`config.mk`:
```
export PLATFORM = sky130hd
export DESIGN_NAME = sbd_ctrl
export DESIGN_NICKNAME = d
export VERILOG_FILES = /design/src/hw/rtl/sbd_pkg.sv /design/src/hw/rtl/sbd_ctrl.sv
export SDC_FILE = /design/constraint.sdc
export NUM_CORES = 1
export LEC_CHECK = 0
export BUFFER_PORTS_ARGS = -buffer_cell sky130_fd_sc_hd__buf_2
export CAP_MARGIN = 20
export CORE_AREA = 2 2 39 41
export DETAILED_ROUTE_END_ITERATION = 12
export DIE_AREA = 0 0 41 43
export SLEW_MARGIN = 20
export SYNTH_ARGS = -nofsm -noshare
export SYNTH_HDL_FRONTEND = slang
export SYNTH_SLANG_ARGS = --single-unit
export TNS_END_PERCENT = 1
```
`constraint.sdc`:
```
create_clock -name clk -period 1.9 [get_ports clk]
set_input_delay 0.095 -clock clk [delete_from_list [all_inputs] [get_ports clk]]
set_output_delay 0.095 -clock clk [all_outputs]
set_load 0.01 [all_outputs]
```
`src/hw/rtl/sbd_pkg.sv`:
```
package sbd_pkg;

  // Fixed field widths of the item and result.
  localparam int FP_W        = 64;
  localparam int ID_W        = 16;
  localparam int IDX_W       = 8;
  localparam int LIMIT_W     = 7;
  localparam int CNT_W       = 7;
  localparam logic [LIMIT_W-1:0] LIMIT_RESET = 7'd3;

  // Commands from the controller to the datapath.
  typedef struct packed {
    logic clr_write;     // write zero to the fill count at the clear address
    logic accept;        // take the input item into the working registers
    logic fill_capture;  // latch the fill count read for this bucket
    logic scan_issue;    // read the next stored fingerprint of the bucket
    logic commit;        // store the fingerprint, bump the fill, load the result
  } sbd_cmd_t;

  // Status from the datapath to the controller.
  typedef struct packed {
    logic clr_done;      // the clearing pass is at its last bucket
    logic scan_more;     // stored fingerprints remain to be read
    logic out_free;      // the result register can take a new result
  } sbd_status_t;

endpackage

```
`src/hw/rtl/sbd_ctrl.sv`:
```
module sbd_ctrl
  import sbd_pkg::*;
(
  input  logic        clk,
  input  logic        rst,
  input  logic        in_valid,
  output logic        in_stall,
  input  sbd_status_t status,
  output sbd_cmd_t    cmd
);

  localparam logic [2:0] ST_CLEAR  = 3'd0;
  localparam logic [2:0] ST_IDLE   = 3'd1;
  localparam logic [2:0] ST_FILL   = 3'd2;
  localparam logic [2:0] ST_SCAN   = 3'd3;
  localparam logic [2:0] ST_FINISH = 3'd4;

  logic [2:0] state;
  logic [2:0] state_next;

  always_ff @(posedge clk) begin
    if (rst) begin
      state <= ST_CLEAR;
    end else begin
      state <= state_next;
    end
  end

  always_comb begin
    state_next = state;
    cmd        = '0;
    in_stall   = 1'b1;
    case (state)
      ST_CLEAR: begin
        cmd.clr_write = 1'b1;
        if (status.clr_done) begin
          state_next = ST_IDLE;
        end
      end
      ST_IDLE: begin
        in_stall = 1'b0;
        if (in_valid) begin
          cmd.accept = 1'b1;
          state_next = ST_FILL;
        end
      end
      ST_FILL: begin
        cmd.fill_capture = 1'b1;
        state_next       = ST_SCAN;
      end
      ST_SCAN: begin
        // The compare of the last read happens in the cycle that leaves SCAN.
        if (status.scan_more) begin
          cmd.scan_issue = 1'b1;
        end else begin
          state_next = ST_FINISH;
        end
      end
      ST_FINISH: begin
        if (status.out_free) begin
          cmd.commit = 1'b1;
          state_next = ST_IDLE;
        end
      end
      default: begin
        state_next = ST_CLEAR;
      end
    endcase
  end

endmodule

```
======== Word-level counts from Yosys, hierarchy flattened ========
Index checks and enable logic that the tools add are counted.
operators by class
  mux-type cells .......................... 14
  reduce and logical (&&, ||, !) cells .... 2
  equal/unequal tests ..................... 8
operators with widths
  cell                                                                    count
  3-bit case mux with 5 select lines                                      1
  3-bit two-way mux                                                       4
  1-bit two-way mux                                                       9
  2-bit inequality test (second input constant)                           4
  3-bit by 2-bit equality test with 1-bit output (second input constant)  2
  4-bit AND reduction                                                     1
  3-bit by 1-bit equality test with 1-bit output (second input constant)  1
  3-bit equality test (second input constant)                             1
  3-bit logical NOT                                                       1
word-level totals
  output and inout bits ................... 6
  input bits .............................. 6
  flip-flop bits (word level) ............. 3
  logic and storage cells ................. 25

======== Longest topological paths before layout ========
Gate-level depths: netlist of the first run.
  depth in word-level cells ............... 3
  depth in mapped cells ................... 4

======== Worst setup path after synthesis of the first run ========
Ideal clock, no wire load.
  kind .................................... reg-to-reg
  start ................................... register state[2]
  end ..................................... register state[0]
  stages on the path, launching flop included .. 5
  setup time .............................. 113 ps
  path slack .............................. 943 ps
  period minus slack after synthesis ...... 957 ps
  required time ........................... 1,787 ps
  data arrival time ....................... 844 ps
  path through ............................ dfxtp_1 -> buf_2 -> nor4_1 -> a311o_1 -> a21oi_2
on the way
  word-level cells in the longest chain between the ends .. 3
ends and longest elaborated chain
  item                                                                    RTL line        text
  start: declaration                                                      sbd_ctrl.sv:18  logic [2:0] state;
  start signal: assignment                                                sbd_ctrl.sv:25  state <= state_next;
  3-bit by 2-bit equality test with 1-bit output (tied with other cells)  sbd_ctrl.sv:33  case (state)
  2-bit inequality test (no line)                                         --
  4-bit AND reduction (no line)                                           --
Several ways; a longest one is shown, not always the timed one.
A chain may end at the register's enable or synchronous reset.

==> qor.txt, run 1 <==
Hold WS -> 0.06271 ns
Leak pwr -> 0.1354 nW
Wirelength per Cell -> 8.772 um
Hold path depth -> 2
Outcome -> completed
Via count -> 246
CTS H-tree lvls -> 1
Die width -> 41 um
Layout Skew -> 0.004084 ns
Net count, final -> 48
CTS clk-pin slew, worst paths -> 0.04 ns
Seq/Total Area, Yosys -> 28.24%
Final Hold Vio Count -> 0
First DRT Iteration DRCs -> 4
Uppermost layer routed -> met4
Slew margin rel. -> 79.13%
Unrepaired setup endpoints after global routing -> false
Worst-path fanout max -> 10
WP data required -> 1.80 ns
Tmin final -> 1.248 ns
Clock Root Buffer -> clkbuf_4
Yosys cell types -> 15
Highest Clock Rate -> 0.8012 GHz
CTS Buffer Depth -> 2
Worst reg-to-reg path cell count -> 2
Post-Syn Instances -> 28
Final slew viol count -> 0
Routed Antenna Nets -> 0
Most frequent cells in the layout -> buf_2 (11), nor2_1 (6), nand2b_1 (4)
Syn avg cell area -> 7.597 um2
I/O Buffers -> 11
DR WL met2 -> 195 um
First-pass GRT wire length -> 759 um
Post-Syn Nets -> 34
Pin count of the biggest net entering global routing -> 11
Area grow syn2layout -> 41.76%
Setup violations, final -> 0
CP max stage delay -> 0.49 ns
Worst path arrival time -> 1.15 ns
Die area -> 1763 um2
DP HPWL -> 392.8 um
Ys Warns -> 0
M1 wire length -> 232 um
Period utilisation layout -> 65.69%
Layout cells sized above 1 -> 46.34%
Post-Syn Area -> 212.7 um2
Num rows -> 14
Crit-path leading delay family -> flip-flops
WS Path Type -> reg -> out
IO Pins -> 12
CTS sink cnt -> 3
Initial antenna violation count -> 0
Tightest Pin Transition -> 0.3126 ns
Resized Gates After CTS -> 0
WP buf/inv -> 1
Max-cap check violation count -> 0
Final wirelength -> 500 um
Met3 wire length -> 58 um
Reg with most FFs -> state
Routability congestion estimate from global placement -> 0.7064
Critical path depth -> 3
CTS tree -> built
Via-to-Cell Ratio -> 4.316
Total power divided by cell area -> 787.3 nW/um2
Crit-path slowest cell -> dfxtp_1
Initial core utilization -> 15.37%
Congestion Overflow GR -> 0
DRT Pass-1 Iters -> 3
ANT cells -> 0
# DRC -> 0
Nature of the critical path startpoint -> register
Most common cell after layout, fill and taps aside -> buf_2
Post-CTS Setup Bufs -> 0
CTS Hold Bufs -> 0
CTS Buf Count -> 3
Clock latency on the worst-skew pair -> 0.23 ns
Register bit total from synthesis -> 3
CORE AREA -> 1384 um2
Height of the die -> 43 um
Cells along the critical path -> nand2_1 > nor3_1 > buf_2
VDD IR-drop max -> 0.1692 mV
Top Registers -> state (3)
Worst Hold Class -> in -> reg
Setup TNS -> 0 ns
Max FFs per register -> 3
Endpoint class of the critical path -> primary output
GRT Total Usage -> 6.807%
Vias in the first global route -> 206
==> cells by family (layout without fill, tap and decap cells) <==
group | count (synthesis) | in the layout | share of synthesized area, %
buffers and inverters | 3 | 16 | 7.644
AOI/OAI and AO/OA | 5 | 5 | 24.71
and+or+nand+nor | 17 | 17 | 39.41
DFF | 3 | 3 | 28.24
==> power breakdown <==
part	switching, mW	internal (mW)
sequential	0.0105	0.0678
clock	0.0319	0.0787
combinational	0.0242	0.0244
==> stage by stage <==
stage                     power [mW]  utilization [%]  instance area [um2]  worst slack (ns)  instances
after floorplan               0.1112                -                212.7            0.9430         28
after global routing          0.2520            21.79                301.5            0.5075         57
after detailed placement      0.1281            19.89                275.3            0.8246         53
final                         0.2374            21.79                301.5            0.6519         57
after global placement        0.1270            19.89                275.3            0.8551         53
after CTS                     0.2443            21.79                301.5            0.6417         57
==> worst register-to-register path, cell delays in order, from the launching register on <==
cell       delay (ns)
dfxtp_1          0.49
nand2_1          0.13
a2111oi_2        0.35
==> cell usage after synthesis <==
| cell | instances | area [um2] |
|---|---|---|
| dfxtp_1 | 3 | 60.06 |
| nor3_1 | 2 | 10.01 |
| a311o_1 | 1 | 10.01 |
| nand2b_2 | 1 | 8.760 |
| nand2b_1 | 4 | 25.02 |
| nor2_1 | 6 | 22.52 |
| nor4_1 | 1 | 6.260 |
| buf_2 | 1 | 5.000 |
| inv_2 | 1 | 3.750 |
| a2111oi_2 | 1 | 15.01 |
| buf_4 | 1 | 7.510 |
| nand2_1 | 3 | 11.26 |
| a21oi_2 | 1 | 8.760 |
| a21o_2 | 1 | 8.760 |
| o32a_1 | 1 | 10.01 |
==> final cells by class <==
| class | instances | area, um2 |
|---|---|---|
| repair buffers | 11 | 55.05 |
| clock buffers | 4 | 26.28 |
| inverters | 1 | 3.754 |
| fillers | 163 | 1082 |
| well taps | 16 | 20.02 |
| flip-flops and latches | 3 | 60.06 |
| multi-input cells | 22 | 136.4 |
==> final timing paths <==
kind                  from  endpoint  slack, ns
hold / removal         rst  state[1]       0.06
hold reg to reg   state[1]  state[1]       0.59
setup reg to reg  state[0]  state[1]       0.82
setup / recovery  state[0]    cmd[3]       0.65
==> routing by layer <==
layer / track usage, % / up-vias
met5: 0 / -
met4: 8.000 / 0
met3: 3.141 / 2
met2: 7.187 / 12
met1: 8.599 / 107
li1: - / 125
Note: power is estimated with default switching activity, not from simulation.
==> run 2, diff against run 1 <==
- clock period: 1.9 -> 1.18 ns (I/O delays scaled with it)
==> qor.txt, run 2 (same netlist as run 1, synthesis figures left out) <==
Outcome -> completed
CTS Buffer Depth -> 2 (unchanged)
DP HPWL -> 389.4 um (-0.87%)
Setup violations, final -> 0 (unchanged)
First-pass GRT wire length -> 759 um (unchanged)
M1 wire length -> 238 um (+2.6%)
Leak pwr -> 0.1368 nW (+1.1%)
WP data required -> 1.12 ns (-0.68 ns)
Clock latency on the worst-skew pair -> 0.23 ns (about the same)
Worst path arrival time -> 1.01 ns (-0.14 ns)
Cell Area, Placed -> 275.3 um2 (unchanged)
Die area -> 1763 um2 (unchanged)
Layout cells sized above 1 -> 53.66% (+7.3 points)
Net Switching -> 108.8 uW (+63%)
CORE AREA -> 1384 um2 (unchanged)
CTS sink cnt -> 3 (unchanged)
CTS tree -> built
Total power divided by cell area -> 1253 nW/um2 (+59%)
ANT cells -> 0 (unchanged)
IO Pins -> 12 (unchanged)
Total power -> 385.7 uW (+62%)
VDD IR-drop max -> 0.2878 mV (+70%)
Tightest Pin Transition -> 0.2398 ns (-0.07282 ns)
Tmin final -> 1.064 ns
Layout Skew -> 0.005001 ns (+0.0009173 ns)
First DRT Iteration DRCs -> 7 (+3)
Initial antenna violation count -> 0 (unchanged)
Area grow syn2layout -> 44.71%
Nature of the critical path startpoint -> register
Placed cells -> 53 (unchanged)
Vias in the first global route -> 199 (-3.4%)
Via-to-Cell Ratio -> 4.158 (-3.7%)
Endpoint class of the critical path -> primary output
Height of the die -> 43 um (unchanged)
Final worst setup slack -> 0.1159 ns (-0.5360 ns)
Int Power -> 276.9 uW (+62%)
Max FFs per register -> 3 (unchanged)
Final slew viol count -> 0 (unchanged)
Wirelength per Cell -> 8.895 um (+1.4%)
Routed Antenna Nets -> 0 (unchanged)
Reg with most FFs -> state
Met3 wire length -> 59 um (+1.7%)
Worst Hold Class -> in -> reg
Min-delay src -> rst
Hold WS -> 0.01548 ns (-0.04722 ns)
# DRC -> 0 (unchanged)
Worst-path fanout max -> 9 (-1)
Pin count of the biggest net entering global routing -> 11 (unchanged)
Reg2Reg Launch Point -> state[1]
Hold path depth -> 2 (unchanged)
CP Launch Point -> state[2]
Most frequent cells in the layout -> buf_2 (11), nor2_1 (6), nand2b_1 (4)
GRT Total Usage -> 7.107% (+0.30 points)
Power share of the clock group -> 46.7% (about the same)
Net count, final -> 48 (unchanged)
Num rows -> 14 (unchanged)
Comb pwr share -> 20.2% (-0.2 points)
DR WL met2 -> 209 um (+7.2%)
Fin util -> 22.24% (+0.45 points)
Post-Layout Cell Count -> 57 (unchanged)
CTS Hold Bufs -> 0 (unchanged)
Die width -> 41 um (unchanged)
Unrepaired setup endpoints after global routing -> false
I/O Buffers -> 11 (unchanged)
Max-cap check violation count -> 0 (unchanged)
Setup TNS -> 0 ns (unchanged)
Most common cell after layout, fill and taps aside -> buf_2
Period utilisation layout -> 90.18%
Highest Clock Rate -> 0.9397 GHz
Setup WS pre-CTS -> 0.1052 ns (-0.7194 ns)
Slew margin rel. -> 83.98% (+4.9 points)
CTS clk-pin slew, worst paths -> 0.04 ns (about the same)
Top Registers -> state (3)
Final-layout fill cell count -> 157 (-3.7%)
Clock Root Buffer -> clkbuf_4
Final Hold Vio Count -> 0 (unchanged)
Uppermost layer routed -> met3
Switching portion of total power -> 28.20% (+0.17 points)
Final wirelength -> 507 um (+1.4%)
CTS Buf Count -> 3 (unchanged)
Seq pwr share -> 33.1% (about the same)
Fin area -> 307.8 um2 (+2.1%)
Congestion Overflow GR -> 0 (unchanged)
CTS H-tree lvls -> 1 (unchanged)
Worst reg-to-reg path cell count -> 3 (+1)
Initial core utilization -> 15.37% (unchanged)
DRT Pass-1 Iters -> 2 (-1)
WS Path Type -> reg -> out
Routability congestion estimate from global placement -> 0.7057 (about the same)
Via count -> 237 (-3.7%)
==> run 2: final cells by class <==
type	instances	area (um2)	area share (%)
inverters	1	3.754	1.220
clock buffers	4	26.28	8.537
multi-input cells	22	136.4	44.31
well taps	16	20.02	6.504
flip-flops and latches	3	66.31	21.54
repair buffers	11	55.05	17.89
==> run 2: worst max-delay path, stage by stage (launching register included) <==
cell and delay, ns:
dfxtp_2 0.36, nand2b_1 0.19, nor2_1 0.10, buf_2 0.13
==> run 2: power by group through the flow <==
stage	sequential, mW	combinational [mW]	clock, mW
floorplan	0.116	0.0631	0
global placement	0.127	0.0780	0
detailed placement	0.128	0.0781	0
CTS	0.127	0.0785	0.190
global route	0.130	0.0872	0.195
finish	0.128	0.0780	0.180
==> run 2: what timing repair did <==
item,CTS,global route
gates resized for setup,1,3
pin swaps,0,0
buffers inserted,0,0
endpoints found under the setup margin,1,4
==> run 2: metal layers <==
| layer | track usage [%] | up-vias |
|---|---|---|
| li1 | - | 123 |
| met1 | 8.280 | 104 |
| met2 | 7.187 | 10 |
| met3 | 3.665 | 0 |
| met4 | 10.00 | 0 |
| met5 | 0 | - |
==> run 2: worst paths after layout <==
check	end	slack [ns]
setup / recovery	cmd[1]	0.12
hold reg to reg	state[1]	0.50
hold / removal	state[1]	0.02
setup reg to reg	state[2]	0.22
